`config.mk`:
```
export PLATFORM = sky130hd
export DESIGN_NAME = blzd_cmd_fifo
export DESIGN_NICKNAME = d
export VERILOG_FILES = /design/src/design/blzd_pkg.sv /design/src/design/blzd_cmd_fifo.sv
export SDC_FILE = /design/constraint.sdc
export NUM_CORES = 1
export LEC_CHECK = 0
export ABC_CLOCK_PERIOD_IN_PS = 3520
export CORE_AREA = 5 5 128 130
export DETAILED_ROUTE_END_ITERATION = 8
export DIE_AREA = 0 0 133 135
export DONT_BUFFER_PORTS = 1
export GPL_ROUTABILITY_DRIVEN = 0
export PLACE_DENSITY = 0.48
export SLEW_MARGIN = 15
export SYNTH_ARGS = -nofsm -noshare
export SYNTH_HDL_FRONTEND = slang
export SYNTH_SLANG_ARGS = --single-unit
```
`constraint.sdc`:
```
create_clock -name clock -period 3.52 [get_ports clock]
set_input_delay 0.352 -clock clock [delete_from_list [all_inputs] [get_ports clock]]
set_output_delay 0.352 -clock clock [all_outputs]
set_load 0.02 [all_outputs]
```
`src/design/blzd_pkg.sv`:
```
// Shared types, constants and the character table of the byte LZ code decoder.
package blzd_pkg;

   localparam int HIST_DEPTH = 4096;
   localparam int HIST_AW    = $clog2(HIST_DEPTH);

   localparam int CNT_W = 17;
   localparam logic [CNT_W-1:0] COUNT_MAX = {CNT_W{1'b1}};

   localparam int DIST_W = 12;
   localparam int LEN_W  = 5;

   localparam logic [7:0] REF_BASE   = 8'h3c;
   localparam int         TABLE_SIZE = 59;

   localparam int QDEPTH = 4;
   localparam int QAW    = $clog2(QDEPTH);

   // Command from the front end to the back end: one literal byte or one history copy.
   typedef struct packed {
      logic              restart;
      logic              is_copy;
      logic [7:0]        data;
      logic [DIST_W-1:0] copy_dist;
      logic [LEN_W-1:0]  len;
   } cmd_type;

   localparam logic [7:0] CHAR_TABLE [TABLE_SIZE] = '{
      8'h0a, 8'h20,
      8'h30, 8'h31, 8'h32, 8'h33, 8'h34, 8'h35, 8'h36, 8'h37, 8'h38, 8'h39,
      8'h61, 8'h62, 8'h63, 8'h64, 8'h65, 8'h66, 8'h67, 8'h68, 8'h69, 8'h6a,
      8'h6b, 8'h6c, 8'h6d, 8'h6e, 8'h6f, 8'h70, 8'h71, 8'h72, 8'h73, 8'h74,
      8'h75, 8'h76, 8'h77, 8'h78, 8'h79, 8'h7a,
      8'h21, 8'h23, 8'h25, 8'h28, 8'h29, 8'h7b, 8'h7d, 8'h5b, 8'h5d, 8'h3c,
      8'h3e, 8'h2b, 8'h3d, 8'h2f, 8'h2a, 8'h3a, 8'h3b, 8'h2e, 8'h2c, 8'h7e,
      8'h5f
   };

endpackage

```
`src/design/blzd_cmd_fifo.sv`:
```
// Short command queue between the front end and the back end.
module blzd_cmd_fifo import blzd_pkg::*; (
   input  logic    clock,
   input  logic    reset,
   input  logic    push,
   input  cmd_type push_data,
   input  logic    pop,
   output cmd_type head,
   output logic    empty,
   output logic    full
);

   cmd_type        entry_ff [QDEPTH];
   logic [QAW-1:0] wr_ptr_ff, rd_ptr_ff;
   logic [QAW:0]   fill_ff;
   logic           do_push, do_pop;

   assign full    = (fill_ff == (QAW+1)'(QDEPTH));
   assign empty   = (fill_ff == '0);
   assign do_push = push && !full;
   assign do_pop  = pop && !empty;
   assign head    = entry_ff[rd_ptr_ff];

   always_ff @(posedge clock) begin
      if (do_push) begin
         entry_ff[wr_ptr_ff] <= push_data;
      end
   end

   always_ff @(posedge clock) begin
      if (reset) begin
         wr_ptr_ff <= '0;
         rd_ptr_ff <= '0;
         fill_ff   <= '0;
      end else begin
         if (do_push) begin
            wr_ptr_ff <= wr_ptr_ff + QAW'(1);
         end
         if (do_pop) begin
            rd_ptr_ff <= rd_ptr_ff + QAW'(1);
         end
         unique case ({do_push, do_pop})
            2'b10:   fill_ff <= fill_ff + (QAW+1)'(1);
            2'b01:   fill_ff <= fill_ff - (QAW+1)'(1);
            default: fill_ff <= fill_ff;
         endcase
      end
   end

endmodule

```
== After elaboration in Yosys (flattened, before gate mapping) ==
Memories as Yosys holds them, arrays and structs flattened. A register that Yosys moved wholly into a read port is not among the register bits.
Cells that the tools add are included.
W data, S select, Z words.

* Multiplexer cells: 5
* Eq/ne operators: 3
* Reductions and logical operators: 6
* $add $sub $neg: 4

{| class="wikitable"
|+ Operators with widths
! kind !! number
|-
| $pmux W3 S2 || 1
|-
| $add A2 B1 Y2 const B || 2
|-
| $mux W2 || 2
|-
| $add A3 B1 Y3 const B || 1
|-
| $eq A3 B3 Y1 const B || 1
|-
| $logic_not A3 Y1 || 1
|-
| $sub A3 B1 Y3 const B || 1
|-
| $eq A2 B1 Y1 const B || 1
|-
| $eq A2 B2 Y1 const B || 1
|-
| $logic_and A1 B1 Y1 || 2
|-
| $logic_not A1 Y1 || 2
|-
| $mux W1 || 2
|-
| $reduce_bool A2 Y1 || 1
|}

* Memories: 1
* Bits of input ports: 31
* Output and inout port bits: 29
* Logic and storage cells: 22
* RAM bits: 108
* Bits in registers: 7

{| class="wikitable"
|+ Memories
! name !! depth !! width !! read ports !! clocked after Yosys merged registers in !! wr ports !! RTL line !! RTL
|-
| entry_ff || 4 || 27 || 1 || 1 || 1 || blzd_cmd_fifo.sv:13 || <nowiki>cmd_type entry_ff [QDEPTH];</nowiki>
|}

== Longest topological paths before layout ==
Gate-level depths: netlist (run 1).

* Word-level depth: 5
* Gate-level depth with buffers: 9
* Gate-level depth less buffers: 9

== Worst setup path before layout (run 1) ==
OpenSTA, ideal clock, no wires.

* Path type: reg-to-reg
* Start: reg fill_ff[2]
* End: reg fill_ff[2]
* Stages on the path, launching flop included: 10
* Required time: 3.450 ns
* Buffers on the path: 0
* Arrival time: 2.187 ns
* Setup time: 0.070 ns
* Setup slack: 1.263 ns
* Clock period less this slack: 2.257 ns
* Path through: dfxtp_1 nor3b_2 nor2_1 inv_1 ha_1 inv_1 fa_1 xor2_1 or3_1 a21oi_1

* Word-level cells in the longest chain between the ends: 5
* Elaborated cells on any way between the ends: 12

{| class="wikitable"
|+ RTL lines
! what !! RTL line !! RTL
|-
| start, declared || blzd_cmd_fifo.sv:15 || <nowiki>logic [QAW:0] fill_ff;</nowiki>
|-
| start signal, assigned || blzd_cmd_fifo.sv:43 || <nowiki>2'b10: fill_ff <= fill_ff + (QAW+1)'(1);</nowiki>
|-
| start signal, assigned || blzd_cmd_fifo.sv:44 || <nowiki>2'b01: fill_ff <= fill_ff - (QAW+1)'(1);</nowiki>
|-
| start signal, assigned || blzd_cmd_fifo.sv:45 || <nowiki>default: fill_ff <= fill_ff;</nowiki>
|-
| $eq A3 B3 Y1 (*) || blzd_cmd_fifo.sv:18 || <nowiki>assign full = (fill_ff == (QAW+1)'(QDEPTH));</nowiki>
|-
| via full || blzd_cmd_fifo.sv:10 || <nowiki>output logic full</nowiki>
|-
| $logic_not A1 Y1 (*) || blzd_cmd_fifo.sv:20 || <nowiki>assign do_push = push && !full;</nowiki>
|-
| $logic_and A1 B1 Y1 (*) || blzd_cmd_fifo.sv:20 ||
|-
| $eq A2 B1 Y1 / $eq A2 B2 Y1 (equally long branches) || blzd_cmd_fifo.sv:42 || <nowiki>unique case ({do_push, do_pop})</nowiki>
|-
| $pmux W3 S2 / $reduce_bool A2 Y1 (equally long branches) || n/a ||
|}

Mark *: on every way through the listed nets, which the timed path passes. The rest lies on a longest branch.
A chain may end at the register's enable or synchronous reset.

==> impl_metrics.ini, run 1 <==
[outcome]
status = finished clean

[final_layout]
design_area_mm2 = 0.005290
drive_gt1_share_pct = 26.09
final_nets = 254
area_growth_pct = 19.43
final_util_pct = 35.19
multi_input_area_um2 = 910.9
antenna_cells = 0
nFillCells = 1407
final-seq-area_mm2 = 0.003426

[setup_path]
cp-end-kind = output pin
cpPeakStageDelay_ns = 0.86
ff2ff_setup_slack_ns = 1.07
timing.rr.end = fill_ff[2]
cp-start-kind = register
worst-endpoint-required_ns = 3.17
critical_path_class = reg2out
r2r_cells = 9
worstPathArrival_ns = 2.20
critical_path.max_fanout = 21
r2r-start = fill_ff[2]
slowest_stage = dfxtp_2
path_cells = buf_4, mux4_2

[yosys]
syn_area_mm2 = 0.004429
syn_inst = 195
synth-edff-count = 108
async_reset_ff_share_pct = 0
synth_area_leaders = edfxtp_1 (73%), mux4_2 (10%), mux4_1 (4.2%)
synth_nets = 232
yosysMostFrequentCell = edfxtp_1
synth_ff_type = edfxtp_1
synth_top_area_share_pct = 73.22
synth-seq-cells = 117
yosysWarnings = 0
synthTopCellsByCount = edfxtp_1 (108), mux4_2 (20), dfxtp_1 (9)
avgSynthCellArea_um2 = 22.71
synth_top_cell_by_area = edfxtp_1
synth_cell_types = 23
ys_seq_area_share_pct = 77.29

[grt]
grt_first_pass_wirelength_um = 12590
grt_antenna_before_repair = 0
grt_max_degree = 28
grt_pass1_vias = 2064
grt_overflow_total = 0
grt_use_total_pct = 9.888

[timing]
final-setup-viol-count = 0
tightestPinTransition_ns = 0.8438
rsz0062_at_grt = false
hold_violations = 0
fin_crit_ns = 2.556
slew_viol_final = 0
fin_tns_setup_ns = 0
relSlewSlack_pct = 43.75
fmax_mhz = 391.2
post-route-period-util_pct = 72.62
fin_skew_ns = 0.005759

[floorplanning]
die_h_um = 135
dieArea_mm2 = 0.01796
start_util_pct = 29.46
fp.coreArea_mm2 = 0.01503
die_w_um = 133
rows = 45
pin_count = 60

[power_and_ir_drop]
power_density_mw_per_mm2 = 800.4
internal-power_uw = 3072
swShare_pct = 27.46
p_clk_share_pct = 40.4
peakVddDrop_mv = 0.3170
power_frac_comb_pct = 17.0
switchingPower_uw = 1163
leakage_uw = 0.001692
seqPwrFrac_pct = 42.6

[worst_hold_path]
hold_class = in2reg
holdPathStages = 0
whs_endpoint = entry_ff[2][1]
min_from = push_data[1]

[route]
dr.pass1.iters = 4
drt_wl_total_um = 8090
final_antenna_net_count = 0
wl_per_cell_um = 19.35
vias_per_cell = 4.452
drcViolationCount = 0
via_count = 1861
drtIter0Drc = 69

[clock_network]
cts_root_buf = clkbuf_16
htree_levels = 4
clk_pin_slew_worst_paths_ns = 0.06
cts_made_buffers = 17
cts_sinks = 117
cts_setup_buffers = 0
clk_path_buf_depth = 2
clock_latency_ns = 0.41
cts_tree = built
post_cts_resized = 0

[place]
place_area_mm2 = 0.004609
portBuffers = 0
hpwlAfterDp_um = 4494

[job]
max-cap-violations = 0
==> stage by stage <==
step / worst slack (ns) / hold WS, ns / power [µW] / cells
2_1_floorplan: 1.263 / 0.4509 / 2466 / 195
3_3_place_gp: 1.101 / 0.4200 / 2568 / 377
3_5_place_dp: 1.057 / 0.4229 / 2578 / 377
4_1_cts: 0.8615 / 0.004866 / 4312 / 410
5_1_grt: 0.7510 / 0.00004100 / 4442 / 418
6_report: 0.9637 / 0.03563 / 4234 / 418
==> metal layers <==
metal	global-route usage, %	part of all wire, %
met1	11.23	42
met2	15.07	49
met3	5.775	7.3
met4	4.503	1.7
met5	0	0
==> registers in the layout (all words and copies together), names as in the netlist, named ones only <==
signal / cells
fill_ff: 3
wr_ptr_ff: 2
entry_ff: 108
rd_ptr_ff: 2
==> layout make-up <==
| type | instances | area share (%) |
|---|---|---|
| Clock buffer | 18 | 8.113 |
| Clock inverter | 14 | 3.051 |
| Inverter | 8 | 0.5676 |
| Multi-Input combinational cell | 63 | 17.22 |
| Sequential cell | 117 | 64.76 |
| Tap cell | 188 | 4.447 |
| Timing Repair Buffer | 10 | 1.845 |
==> repair_timing <==
| action | in CTS | in global routing |
|---|---|---|
| hold endpoints to repair | 8 | 18 |
| endpoints found under the setup margin | 0 | 0 |
| hold buffers | 1 | 8 |
==> worst max-delay path: cells and delay by family (launching register included) <==
| kind | cells | cell delay, ns |
|---|---|---|
| muxes | 1 | 0.60 |
| DFF | 1 | 0.86 |
| buffers and inverters | 1 | 0.33 |
==> cell usage in the layout (no fill, tap or decap), types with 2 or more instances in the layout <==
master,n
a21oi_1,4
and2_2,4
bufinv_16,3
clkbuf_16,17
clkinv_2,4
clkinv_4,2
clkinvlp_4,4
dfxtp_1,7
dfxtp_2,2
dlygate4sd3_1,9
edfxtp_1,108
ha_1,5
inv_1,8
mux4_1,7
mux4_2,20
nand2b_1,2
nor2_1,6
o21ai_0,3
or3_1,3
xor2_1,3
==> power by group through the flow <==
| stage | Sequential (µW) | Combinational (µW) | Clock, µW |
|---|---|---|---|
| after floorplan | 1730 | 735 | 0 |
| after global placement | 1840 | 732 | 0 |
| after detailed placement | 1840 | 736 | 0 |
| after CTS | 1810 | 738 | 1760 |
| after global routing | 1830 | 776 | 1830 |
| final | 1800 | 719 | 1710 |
==> logic make-up (layout without fill, tap and decap cells) <==
logic type | Yosys count | in the layout | synth area share [%]
multiplexers | 28 | 28 | 14.55
AND/OR/NAND/NOR | 18 | 18 | 2.373
adder cells (fa/ha/maj) | 6 | 6 | 1.864
XOR/XNOR | 3 | 3 | 0.5933
buffers and inverters | 15 | 50 | 2.260
AO/OA/AOI/OAI | 8 | 8 | 1.073
flip-flops | 117 | 117 | 77.29
==> worst max path at each step <==
stage / startpoint / to / slack (ns)
2_1_floorplan: fill_ff[2] / fill_ff[2] / 1.26
3_3_place_gp: fill_ff[2] / fill_ff[2] / 1.10
3_5_place_dp: fill_ff[2] / fill_ff[2] / 1.06
4_1_cts: register / head[11] / 0.86
5_1_grt: register / head[10] / 0.75
6_report: register / head[7] / 0.96
Note: power is estimated with default switching activity, not from simulation.
==> inputs of run 2 (changes only) <==
Settings changed: ABC_CLOCK_PERIOD_IN_PS 3520 to 2600.
Clock period 3.52 ns to 2.6 ns, I/O delays scaled along.
==> run 2 against run 1 <==
Compared with the run above:
- setup slack lost 0.53 ns
- worst hold slack lost 0.0015 ns
- non-clock buffer count grew 26
- highest routed layer unchanged
==> impl_metrics.ini, run 2 (synthesis results as in run 1) <==
[outcome]
status = finished clean

[final_layout]
largest_reg_flops = 108
top_register = entry_ff
final_nets = 280
reg_top3 = entry_ff x108, fill_ff x3
final_cell_mix = edfxtp_1 (108), dlygate4sd3_1 (28), mux4_2 (20)
antenna_cells = 0
instances_no_fill = 441
final_common_cell = edfxtp_1
nFillCells = 1391
drive_gt1_share_pct = 23.72
multi_input_area_um2 = 910.9
final-seq-area_mm2 = 0.003426
area_growth_pct = 24.35

[setup_path]
timing.rr.end = fill_ff[2]
worst-endpoint-required_ns = 2.34
critical_path.max_fanout = 13
cp-start-kind = register
critical_path_class = reg2out
r2r-start = fill_ff[2]
ff2ff_setup_slack_ns = 0.50
cp-end-kind = output pin
r2r_cells = 9
worstPathArrival_ns = 1.91

[place]
hpwlAfterDp_um = 4912
portBuffers = 0
placedCellCount = 384

[clock_network]
clk_pin_slew_worst_paths_ns = 0.05
clock_latency_ns = 0.40
htree_levels = 4
cts_sinks = 117
cts_root_buf = clkbuf_16
cts_made_buffers = 17
cts_setup_buffers = 0
cts_tree = built
ctsHoldBuffers = 28
post_cts_resized = 0
clk_path_buf_depth = 2

[job]
max-cap-violations = 0

[route]
dr.pass1.iters = 3
drcViolationCount = 0
wl_per_cell_um = 18.26
vias_per_cell = 4.429
via_count = 1953
drtIter0Drc = 61
final_antenna_net_count = 0
drt_wl_total_um = 8052

[power_and_ir_drop]
peakVddDrop_mv = 0.4890
power_density_mw_per_mm2 = 1003
leakage_uw = 0.001796

[grt]
grt_antenna_before_repair = 0
grt_first_pass_wirelength_um = 12170
grt_pass1_vias = 2067
grt_max_degree = 28
grt_overflow_total = 0
grt_use_total_pct = 9.538

[timing]
relSlewSlack_pct = 66.48
hold_violations = 0
post-route-period-util_pct = 83.50
fin_crit_ns = 2.171
tightestPinTransition_ns = 0.5028
slew_viol_final = 0
fmax_mhz = 460.6
fin_tns_setup_ns = 0
fin_skew_ns = 0.006585
rsz0062_at_grt = false
final-setup-viol-count = 0

[floorplanning]
start_util_pct = 29.46
pin_count = 60
die_w_um = 133
fp.coreArea_mm2 = 0.01503
rows = 45
dieArea_mm2 = 0.01796
die_h_um = 135

[worst_hold_path]
whs_endpoint = wr_ptr_ff[1]
holdPathStages = 2
hold_class = in2reg
min_from = reset
[run 2: cell count changes in the layout (fill, tap and decap cells not counted), sizes merged]
| cell | change |
|---|---|
| dlygate4sd3 | +19 |
| clkinvlp | -4 |
| clkbuf | +3 |
| buf | +7 |
| bufinv | -2 |
[run 2: layout make-up]
class / count / area share [%]
flip-flops and latches: 117 / 62.20
multi-input cells: 63 / 16.54
clock buffers: 21 / 7.996
repair buffers: 36 / 7.315
clock inverters: 8 / 1.136
well taps: 188 / 4.271
inverters: 8 / 0.5452
[run 2: worst max path at each step]
stage                from         end  cells after the start
2_1_floorplan  fill_ff[2]  fill_ff[2]                      9
3_3_place_gp   fill_ff[2]  fill_ff[2]                      9
3_5_place_dp   fill_ff[2]  fill_ff[2]                      9
4_1_cts          register     head[4]                      2
5_1_grt          register     head[4]                      2
6_report         register     head[4]                      2
[run 2: stage by stage]
stage | area, µm² | worst slack [ns] | utilization (%) | total power, µW | hold WS [ns]
CTS | 5508 | 0.3511 | 36.64 | 5633 | 0.007810
detailed placement | 4725 | 0.5064 | 31.43 | 3563 | 0.3312
global route | 5508 | 0.3069 | 36.64 | 5786 | 0.02290
floorplan | 4429 | 0.3434 | - | 3338 | 0.3589
global placement | 4725 | 0.5468 | 31.43 | 3554 | 0.3316
finish | 5508 | 0.4289 | 36.64 | 5525 | 0.03409
[run 2: critical path, stage by stage (launching register included)]
cell and delay [ns]:
dfxtp_2 0.64, buf_4 0.26, mux4_2 0.60
[run 2: metal layers]
metal / track usage (%) / routed length [µm] / part of all wire (%) / vias to the layer above
met1: 10.23 / 3276 / 41 / 990
met4: 4.677 / 144 / 1.8 / 0
li1: - / - / - / 900
met2: 15.46 / 4085 / 51 / 51
met5: 0 / 0 / 0 / -
met3: 5.067 / 547 / 6.8 / 12
[run 2: report_power, final]
group	internal (µW)	leakage (µW)	switching [µW]
clock	1270	0.000251	720
combinational	487	0.000480	665
sequential	2260	0.00107	119
total	4020	0.00180	1500
