$ cat src/design/blzd_pkg.sv
// Shared types, constants and the character table of the byte LZ code decoder.
package blzd_pkg;

   localparam int HIST_DEPTH = 4096;
   localparam int HIST_AW    = $clog2(HIST_DEPTH);

   localparam int CNT_W = 17;
   localparam logic [CNT_W-1:0] COUNT_MAX = {CNT_W{1'b1}};

   localparam int DIST_W = 12;
   localparam int LEN_W  = 5;

   localparam logic [7:0] REF_BASE   = 8'h3c;
   localparam int         TABLE_SIZE = 59;

   localparam int QDEPTH = 4;
   localparam int QAW    = $clog2(QDEPTH);

   // Command from the front end to the back end: one literal byte or one history copy.
   typedef struct packed {
      logic              restart;
      logic              is_copy;
      logic [7:0]        data;
      logic [DIST_W-1:0] copy_dist;
      logic [LEN_W-1:0]  len;
   } cmd_type;

   localparam logic [7:0] CHAR_TABLE [TABLE_SIZE] = '{
      8'h0a, 8'h20,
      8'h30, 8'h31, 8'h32, 8'h33, 8'h34, 8'h35, 8'h36, 8'h37, 8'h38, 8'h39,
      8'h61, 8'h62, 8'h63, 8'h64, 8'h65, 8'h66, 8'h67, 8'h68, 8'h69, 8'h6a,
      8'h6b, 8'h6c, 8'h6d, 8'h6e, 8'h6f, 8'h70, 8'h71, 8'h72, 8'h73, 8'h74,
      8'h75, 8'h76, 8'h77, 8'h78, 8'h79, 8'h7a,
      8'h21, 8'h23, 8'h25, 8'h28, 8'h29, 8'h7b, 8'h7d, 8'h5b, 8'h5d, 8'h3c,
      8'h3e, 8'h2b, 8'h3d, 8'h2f, 8'h2a, 8'h3a, 8'h3b, 8'h2e, 8'h2c, 8'h7e,
      8'h5f
   };

endpackage

$ cat src/design/blzd_front.sv
// Front end: accepts requests, pairs token bytes and issues literal or copy commands.
module blzd_front import blzd_pkg::*; (
   input  logic        clock,
   input  logic        reset,
   input  logic        csr_we,
   input  logic [15:0] csr_wdata,
   input  logic        req_tvalid,
   output logic        req_tready,
   input  logic [7:0]  req_tdata,
   input  logic        req_tuser,
   output cmd_type     cmd_data,
   output logic        cmd_push,
   input  logic        queue_full
);

   localparam logic [1:0] PEND_NONE = 2'd0;
   localparam logic [1:0] PEND_ESC  = 2'd1;
   localparam logic [1:0] PEND_REF  = 2'd2;

   logic [CNT_W-1:0] count_ff, count_in;
   logic [1:0]       pend_ff, pend_in;
   logic [7:0]       held_ff, held_in;
   logic             stop_ff, stop_in;
   logic             restart_ff, restart_in;
   logic [15:0]      exp_len_ff;

   logic             accept;
   logic [CNT_W-1:0] cur_count;
   logic [1:0]       cur_pend;
   logic             cur_stop;
   logic [7:0]       ref_hi;
   logic [DIST_W-1:0] ref_dist;
   logic [LEN_W-1:0] len;

   function automatic logic [CNT_W-1:0] sat_add(input logic [CNT_W-1:0] a,
                                                 input logic [LEN_W-1:0] b);
      logic [CNT_W:0] sum;
      sum = {1'b0, a} + {{(CNT_W+1-LEN_W){1'b0}}, b};
      return sum[CNT_W] ? COUNT_MAX : sum[CNT_W-1:0];
   endfunction

   assign accept     = req_tvalid && !queue_full;
   assign req_tready = !queue_full;
   assign ref_hi     = held_ff - REF_BASE;
   assign ref_dist   = {ref_hi, req_tdata[3:0]};
   assign len        = {1'b0, req_tdata[7:4]} + LEN_W'(2);

   always_comb begin
      count_in   = count_ff;
      pend_in    = pend_ff;
      held_in    = held_ff;
      stop_in    = stop_ff;
      restart_in = restart_ff;
      cmd_push   = 1'b0;
      cmd_data   = '{restart: 1'b0, is_copy: 1'b0, data: req_tdata,
                     copy_dist: ref_dist, len: LEN_W'(1)};
      cur_count  = req_tuser ? '0 : count_ff;
      cur_pend   = req_tuser ? PEND_NONE : pend_ff;
      cur_stop   = req_tuser ? 1'b0 : stop_ff;
      if (accept) begin
         count_in   = cur_count;
         pend_in    = cur_pend;
         stop_in    = cur_stop;
         held_in    = req_tuser ? 8'h00 : held_ff;
         restart_in = restart_ff || req_tuser;
         if (!cur_stop) begin
            pend_in = PEND_NONE;
            unique case (cur_pend)
               PEND_ESC: begin
                  if (req_tdata == 8'h00) begin
                     stop_in = 1'b1;
                  end else begin
                     cmd_push = 1'b1;
                     count_in = sat_add(cur_count, LEN_W'(1));
                  end
               end
               PEND_REF: begin
                  if (cur_count >= {{(CNT_W-DIST_W){1'b0}}, ref_dist}) begin
                     if (ref_dist == '0) begin
                        stop_in = 1'b1;
                     end else begin
                        cmd_push         = 1'b1;
                        cmd_data.is_copy = 1'b1;
                        cmd_data.len     = len;
                        count_in         = sat_add(cur_count, len);
                     end
                  end
               end
               default: begin
                  priority if (cur_count >= {{(CNT_W-16){1'b0}}, exp_len_ff}) begin
                     // length reached: drop the byte
                  end else if (req_tdata >= REF_BASE) begin
                     held_in = req_tdata;
                     pend_in = PEND_REF;
                  end else if (req_tdata == 8'h00) begin
                     pend_in = PEND_ESC;
                  end else begin
                     cmd_push      = 1'b1;
                     cmd_data.data = CHAR_TABLE[6'(req_tdata - 8'd1)];
                     count_in      = sat_add(cur_count, LEN_W'(1));
                  end
               end
            endcase
         end
         cmd_data.restart = restart_in;
         if (cmd_push) begin
            restart_in = 1'b0;
         end
      end
   end

   always_ff @(posedge clock) begin
      if (reset) begin
         count_ff   <= '0;
         pend_ff    <= PEND_NONE;
         held_ff    <= 8'h00;
         stop_ff    <= 1'b0;
         restart_ff <= 1'b0;
         exp_len_ff <= 16'h0000;
      end else begin
         count_ff   <= count_in;
         pend_ff    <= pend_in;
         held_ff    <= held_in;
         stop_ff    <= stop_in;
         restart_ff <= restart_in;
         if (csr_we) begin
            exp_len_ff <= csr_wdata;
         end
      end
   end

endmodule

$ cat config.mk
export PLATFORM = sky130hd
export DESIGN_NAME = blzd_front
export DESIGN_NICKNAME = d
export VERILOG_FILES = /design/src/design/blzd_pkg.sv /design/src/design/blzd_front.sv
export SDC_FILE = /design/constraint.sdc
export NUM_CORES = 1
export LEC_CHECK = 0
export ABC_CLOCK_PERIOD_IN_PS = 12450
export CORE_ASPECT_RATIO = 0.5
export CORE_MARGIN = 1
export CORE_UTILIZATION = 40
export CTS_CLUSTER_SIZE = 20
export DETAILED_ROUTE_END_ITERATION = 16
export DONT_BUFFER_PORTS = 1
export HOLD_SLACK_MARGIN = 0.15
export SYNTH_ARGS = -nofsm -noshare
export SYNTH_HDL_FRONTEND = slang
export SYNTH_SLANG_ARGS = --single-unit
export TNS_END_PERCENT = 50
$ cat constraint.sdc
create_clock -name clock -period 12.45 [get_ports clock]
set_clock_uncertainty 0.1 [all_clocks]
set_input_delay 2.49 -clock clock [delete_from_list [all_inputs] [get_ports clock]]
set_output_delay 2.49 -clock clock [all_outputs]
set_load 0.1 [all_outputs]
# Yosys cells after proc, flatten, opt, wreduce, memory -nomap -nowiden
# Memory sizes are Yosys's and may differ from the RTL's.
# Index checks and enable logic that the tools add are counted.
totals:
  reg_bits: 45
  romBits: 512
  input_bits: 30
  out_inout_bits: 29
  word_cells: 76
  n_memories: 1
classes:
  addsub: 5
  magnitude_cmp: 4
  eq_ne: 2
  muxes: 51
  n_bitwise: 1
  n_reduce_logical: 6
mem_list:
  columns: ["memory", "depth", "word_bits", "rd", "rd_ports_with_merged_regs", "write_ports", "line", "rtl"]
  rows:
  - ["(no name shown)", 64, 8, 1, 0, 0, "blzd_front.sv:99", "cmd_data.data = CHAR_TABLE[6'(req_tdata - 8'd1)];"]
ops:
  columns: ["op", "count"]
  rows:
  - ["$mux 17", 9]
  - ["$mux 8", 11]
  - ["$pmux 17 s2", 1]
  - ["$mux 5", 5]
  - ["$add 17x1->18 const B", 1]
  - ["$add 17x5->18", 1]
  - ["$ge 17x12->1", 1]
  - ["$ge 17x16->1", 1]
  - ["$mux 1", 16]
  - ["$logic_not 12->1", 1]
  - ["$mux 10", 1]
  - ["$mux 2", 5]
  - ["$mux 9", 1]
  - ["$ge 8x6->1 const B", 1]
  - ["$logic_not 8->1", 1]
  - ["$sub 8x6->8 const B", 1]
  - ["$ge 7x7->1 const B", 1]
  - ["$not 6->7", 1]
  - ["$sub 6x1->6 const B", 1]
  - ["$add 4x2->5 const B", 1]
  - ["$pmux 1 s2", 2]
  - ["$eq 2x1->1 const B", 1]
  - ["$eq 2x2->1 const B", 1]
  - ["$reduce_or 2->1", 1]
  - ["3 further kinds", 3]

# Longest topological paths before layout
# Gate-level depths: netlist of run 1.
depth:
  word_depth: 11
  mapped_depth: 15
  ltp_nobuf: 13

# Least setup slack after synthesis of run 1
# No wires, ideal clock.
synth_timing:
  path_kind: "input to output"
  startpoint: "input port req_tuser"
  endpoint: "output port cmd_push"
  arrival_time_ns: 6.756
  required_time_ns: 9.860
  path_slack_ns: 3.104
  cell_stages: 11
  path_buffers: 2
  cell_sequence: "buf_2 nor2b_1 clkbuf_1 ha_1 a21oi_1 a21boi_0 o311ai_0 nand3_1 nor2_1 inv_1 a221oi_1"
synth_between:
  elab_chain_len: 7
  elab_cells_between_ends: 13
  cone_classes: "order compare (2); eq/ne (2); mux (9)"
synth_rtl:
  columns: ["element", "line", "rtl"]
  rows:
  - ["start: declaration", "blzd_front.sv:10", "input logic req_tuser,"]
  - ["$mux 17", "blzd_front.sv:57", "cur_count = req_tuser ? '0 : count_ff;"]
  - ["$ge 17x16->1 or $ge 17x12->1 (tied branches)", "blzd_front.sv:90, blzd_front.sv:78", null]
  - ["$mux 1 (on tied branches)", "blzd_front.sv:90, blzd_front.sv:78", null]
  - ["$pmux 1 s2", "blzd_front.sv:68", "unique case (cur_pend)"]
  - ["$mux 1 *", "blzd_front.sv:66", "if (!cur_stop) begin"]
  - ["$mux 1 * (2 in series)", "blzd_front.sv:60", "if (accept) begin"]
  - ["end: declaration", "blzd_front.sv:12", "output logic cmd_push,"]
# Every way passes the cells marked *; elsewhere a longest branch is shown, timed or not. The select of a mux whose other input is x is not followed.

==> impl_metrics.ini, run 1 <==
[run_status]
status = completed

[setup_path]
r2r_cells = 11
arrival_ns = 6.50
rrSetupSlack_ns = 7.66
end_kind = output pin
worstSetupStartpointType = input pin
timing.rr.end = restart_ff
critical_path_class = input pin to output pin
reg2reg_from = count_ff[0]
required_ns = 9.86
critPathMaxFanout = 26

[clock_tree]
cts-root-buf = clkbuf_16
clk_pin_slew_ns = 0.06
cts.path.max_buffers = 2
numCtsBuffers = 5
cts_resized = 0
ctsHoldBuffers = 0
postCtsSetupRepairBufs = 0
cts.htree.levels = 2
cts.sinks = 45
clkLatencyLatePin_ns = 0.30
cts_tree = done

[place]
dp_hpwl_mm = 12.7
place_ws_ns = 3.39
dp.cells = 826
placed_area_mm2 = 0.00522
gp_congestion = 0.942
io_buffers = 0

[hold_path]
holdCritStartpoint = pend_ff[1]
hold_path_class = flip-flop to flip-flop
worstHoldPathCells = 2
hold_end = pend_ff[1]

[yosys]
synth-adder-area-share = 0.113
yosys_warnings = 0
synth-seq-area-share = 0.174
synthXorXnorAreaFrac = 0.0625
synth_top_family_by_area = compound AO/OA/AOI/OAI gates
synthMuxAreaShare = 0.0528
yosys.area_share.simple = 0.254
synth_compound_area_frac = 0.258
syn_inst = 705
ys_types = 77
async_flop_share = 0
avgSynthCellArea_um2 = 7.32
synth-seq-cells = 45
synth.cell_area_mm2 = 0.00516
synth_ff_type = dfxtp_1
synth_edf_count = 0
syn_nets = 781

[detailed_routing]
drt_wl_total_mm = 16.8
wl_per_cell_um = 20.1
viasPerCell = 6.20
drc = 0
vias = 5171
dr.pass1.iters = 5
ant_nets = 0
drt_first_iter_violations = 633

[global_routing]
grt_usage = 0.259
antenna_found_initial = 0
grt_pass1_vias = 4842
grt_overflow = 0
grt_pass1_wl_mm = 26.7
grt_start_max_net_pins = 46

[pwr]
irDropWorstVdd_v = 0.0000442
p_leak_nw = 2.12
total_power_mw = 0.447
power_density_mw_per_mm2 = 83.3

[floorplan]
io_pins = 59
rows = 28
die_w_um = 163
start_util = 0.424
dieArea_mm2 = 0.0134
core_mm2 = 0.0122
die_y_um = 82.3

[layout]
syn_to_final_growth_pct = 3.85
antennaDiodeCount = 0
fin_area_mm2 = 0.00536
nets = 744
drive_gt1_frac = 0.0703
layout.cells.non_filler = 834

[timing]
final_hold_viol_count = 0
fmax_mhz = 110
worstMarginPinSlew_ns = 1.17
setup_ws_ns = 3.36
tns_ns = 0
fin_crit_sh = 0.730
final-max-slew-violation-count = 0
finalCriticalPeriod_ns = 9.09
slew_headroom = 0.222
final-setup-viol-count = 0
rsz0062_at_grt = false

[flow_run]
maxCapViolations = 0
## cell type report
class,instances,area (µm²)
Sequential cell,45,901
Tap cell,165,206
Multi-Input combinational cell,557,3870
Fill cell,1258,6830
Inverter,54,203
Timing Repair Buffer,5,37.5
Clock inverter,2,15.0
Clock buffer,6,129
## per-layer routing
| layer | GRT usage | share of wire | up-vias |
|---|---|---|---|
| met5 | 0 | 0 | - |
| met4 | 0.0981 | 0.027 | 0 |
| met3 | 0.0554 | 0.090 | 38 |
| met2 | 0.397 | 0.41 | 236 |
| met1 | 0.357 | 0.48 | 2419 |
| li1 | - | - | 2478 |
## synthesized netlist by cell type, types with 12 or more instances
master	number	area share
inv_1	52	0.038
nand3_1	25	0.024
mux2i_1	25	0.048
nor4_1	15	0.018
nor2b_1	15	0.018
xnor2_1	21	0.036
nor3_1	15	0.015
a211oi_1	15	0.022
buf_2	12	0.012
nor2_1	76	0.055
a21oi_1	46	0.045
ha_1	45	0.11
dfxtp_1	45	0.17
nand2_1	59	0.043
o21ai_0	40	0.039
clkbuf_1	28	0.020
xor2_1	14	0.024
## registers in the layout, indices dropped and copies added, names as in the netlist
name        cells
pend_ff         2
count_ff       17
held_ff         8
restart_ff      1
stop_ff         1
exp_len_ff     16
## logic make-up after synthesis
| group | Yosys count |
|---|---|
| adder cells (fa/ha/maj) | 46 |
| XOR/XNOR | 36 |
| multiplexers | 27 |
| AND/OR/NAND/NOR | 256 |
| AO/OA/AOI/OAI | 192 |
| flip-flops | 45 |
| buffers and inverters | 103 |
## placed cells by master, fill, tap and decap left out, types with 7 or more instances in the layout
cell type	instances
a211oi_1	15
a21o_1	9
a21oi_1	46
a22o_1	7
dfxtp_1	45
ha_1	45
inv_1	52
mux2i_1	25
nand2_1	59
nand3_1	25
nand4_1	11
nor2_1	75
nor2b_1	13
nor3_1	15
nor4_1	15
o211ai_1	10
o21ai_0	37
xnor2_1	21
xor2_1	12
## power by group
part | total (mW) | switching, mW | internal (mW)
clock network | 0.138 | 0.0634 | 0.0747
logic | 0.144 | 0.100 | 0.0443
registers | 0.164 | 0.0119 | 0.152
total | 0.447 | 0.175 | 0.271
## critical path: stages
cell and delay (ns):
nor2b_1 0.41, ha_1 0.36, a21oi_1 0.14, a21boi_0 0.09
o311ai_0 0.60, and3_1 0.68, nand2_1 0.42, nor2_1 0.45
a22o_1 0.84
## how the worst max path moves through the flow
stage                   end       from  cells past startpoint
2_1_floorplan      cmd_push  req_tuser                     11
3_3_place_gp    cmd_data[0]  req_tuser                     10
4_1_cts         cmd_data[0]  req_tuser                     10
3_5_place_dp    cmd_data[0]  req_tuser                     10
6_report       cmd_data[21]  req_tuser                      9
5_1_grt         cmd_data[0]  req_tuser                     10
## through the flow
| step | utilization | hold slack (ns) |
|---|---|---|
| after floorplan | - | 0.337 |
| after global placement | 0.428 | 0.363 |
| after detailed placement | 0.428 | 0.352 |
| after CTS | 0.440 | 0.367 |
| after global routing | 0.440 | 0.377 |
| final | 0.440 | 0.366 |
Power figures use the tool's default switching activity.
==> run 2, diff against run 1 <==
--- a/config.mk
+++ b/config.mk
@@ -5,7 +5,7 @@
 export SDC_FILE = /design/constraint.sdc
 export NUM_CORES = 1
 export LEC_CHECK = 0
-export ABC_CLOCK_PERIOD_IN_PS = 12450
+export ABC_CLOCK_PERIOD_IN_PS = 7700
 export CORE_ASPECT_RATIO = 0.5
 export CORE_MARGIN = 1
 export CORE_UTILIZATION = 40
==> constraint.sdc (replaced) <==
create_clock -name clock -period 7.7 [get_ports clock]
set_clock_uncertainty 0.1 [all_clocks]
set_input_delay 1.54 -clock clock [delete_from_list [all_inputs] [get_ports clock]]
set_output_delay 1.54 -clock clock [all_outputs]
set_load 0.1 [all_outputs]
==> impl_metrics.ini, run 2 (synthesis gave the netlist of run 1 again) <==
[run_status]
status = completed

[pwr]
p_leak_nw = 2.24
irDropWorstVdd_v = 0.0000576
power_density_mw_per_mm2 = 139

[floorplan]
start_util = 0.424
dieArea_mm2 = 0.0134
rows = 28
die_y_um = 82.3
core_mm2 = 0.0122
die_w_um = 163
io_pins = 59

[layout]
drive_gt1_frac = 0.0974
fillCellCount = 1231
syn_to_final_growth_pct = 7.24
antennaDiodeCount = 0
top_register = count_ff
nets = 763
mostFrequentLayoutCell = nor2_1
fin_util = 0.454
largest_reg_flops = 17
final_cell_mix = nor2_1, nand2_1, inv_1
fin_area_mm2 = 0.00554
reg.largest.list = count_ff: 17 flops, exp_len_ff: 16 flops, held_ff: 8 flops

[setup_path]
reg2reg_from = held_ff[2]
critPathMaxFanout = 26
critical_path_class = input pin to output pin
arrival_ns = 4.85
worstSetupStartpointType = input pin
required_ns = 6.06
cp-startpoint = req_tuser
timing.rr.end = count_ff[16]
end_kind = output pin
rrSetupSlack_ns = 3.29
r2r_cells = 15

[global_routing]
grt_start_max_net_pins = 46
grt_usage = 0.256
antenna_found_initial = 0
grt_overflow = 0
grt_pass1_wl_mm = 26.4
grt_pass1_vias = 4849

[timing]
setup_ws_ns = 1.21
fin_crit_sh = 0.843
rsz0062_at_grt = false
finalCriticalPeriod_ns = 6.49
final-setup-viol-count = 0
slew_headroom = 0.263
final-max-slew-violation-count = 0
holdWs_ns = 0.377
final_hold_viol_count = 0
worstMarginPinSlew_ns = 1.10
fmax_mhz = 154
tns_ns = 0

[clock_tree]
clkLatencyLatePin_ns = 0.30
cts.htree.levels = 2
ctsHoldBuffers = 0
numCtsBuffers = 5
clk_pin_slew_ns = 0.06
cts_tree = done
cts.path.max_buffers = 2
cts_resized = 0
cts-root-buf = clkbuf_16
postCtsSetupRepairBufs = 0
cts.sinks = 45

[detailed_routing]
drc = 0
vias = 5288
viasPerCell = 6.20
drt_first_iter_violations = 686
dr.pass1.iters = 6
drt_wl_total_mm = 17.0
ant_nets = 0
wl_per_cell_um = 19.9

[flow_run]
maxCapViolations = 0

[place]
dp_hpwl_mm = 12.4
io_buffers = 0
place_ws_ns = 1.27
placed_area_mm2 = 0.00536
gp_congestion = 0.949

[hold_path]
holdCritStartpoint = pend_ff[1]
hold_path_class = flip-flop to flip-flop
hold_end = pend_ff[1]
worstHoldPathCells = 2
[run 2: cell types whose count changed in the layout (fill, tap and decap cells not counted), sizes merged]
cell      change
clkinvlp      -1
buf          +19
bufinv        +1
[run 2: final cells by class]
cell class / instances / area [µm²] / area share
clock inverter: 2 / 37.5 / 0.00678
tap: 165 / 206 / 0.0373
sequential: 45 / 901 / 0.163
clock buffer: 6 / 139 / 0.0251
timing repair buffer: 24 / 180 / 0.0325
multi-input combinational: 557 / 3870 / 0.699
inverter: 54 / 203 / 0.0366
[run 2: how the worst max path moves through the flow]
stage              endpoint  slack, ns  cells past startpoint
2_1_floorplan  cmd_data[19]       0.45                     11
4_1_cts        cmd_data[18]       1.28                     10
3_5_place_dp   cmd_data[22]       1.27                     10
6_report       cmd_data[18]       1.21                     10
5_1_grt        cmd_data[17]       0.98                     11
3_3_place_gp   cmd_data[17]       1.33                     12
[run 2: metal layers]
metal	routed length (µm)	up-vias	global-route usage
li1	-	2509	-
met1	7880	2461	0.343
met2	7110	266	0.412
met3	1500	52	0.0514
met4	467	0	0.0888
met5	0	-	0
[run 2: worst max-delay path: stages]
cell,delay [ns]
nor2b_1,0.43
ha_1,0.36
a21oi_1,0.14
a21boi_0,0.09
o311ai_0,0.51
and3_1,0.24
buf_4,0.23
nand2_1,0.28
nor2_1,0.40
mux2_2,0.61
[run 2: per-stage QoR]
step	instances	power [mW]
after floorplan	705	0.474
after global placement	845	0.506
after detailed placement	845	0.506
after CTS	853	0.771
after global routing	853	0.802
final	853	0.769
[run 2: report_power, final]
group / internal (mW) / switching (mW) / leakage [nW]
combinational: 0.0774 / 0.164 / 1.78
clock: 0.162 / 0.100 / 0.0831
sequential: 0.246 / 0.0187 / 0.369
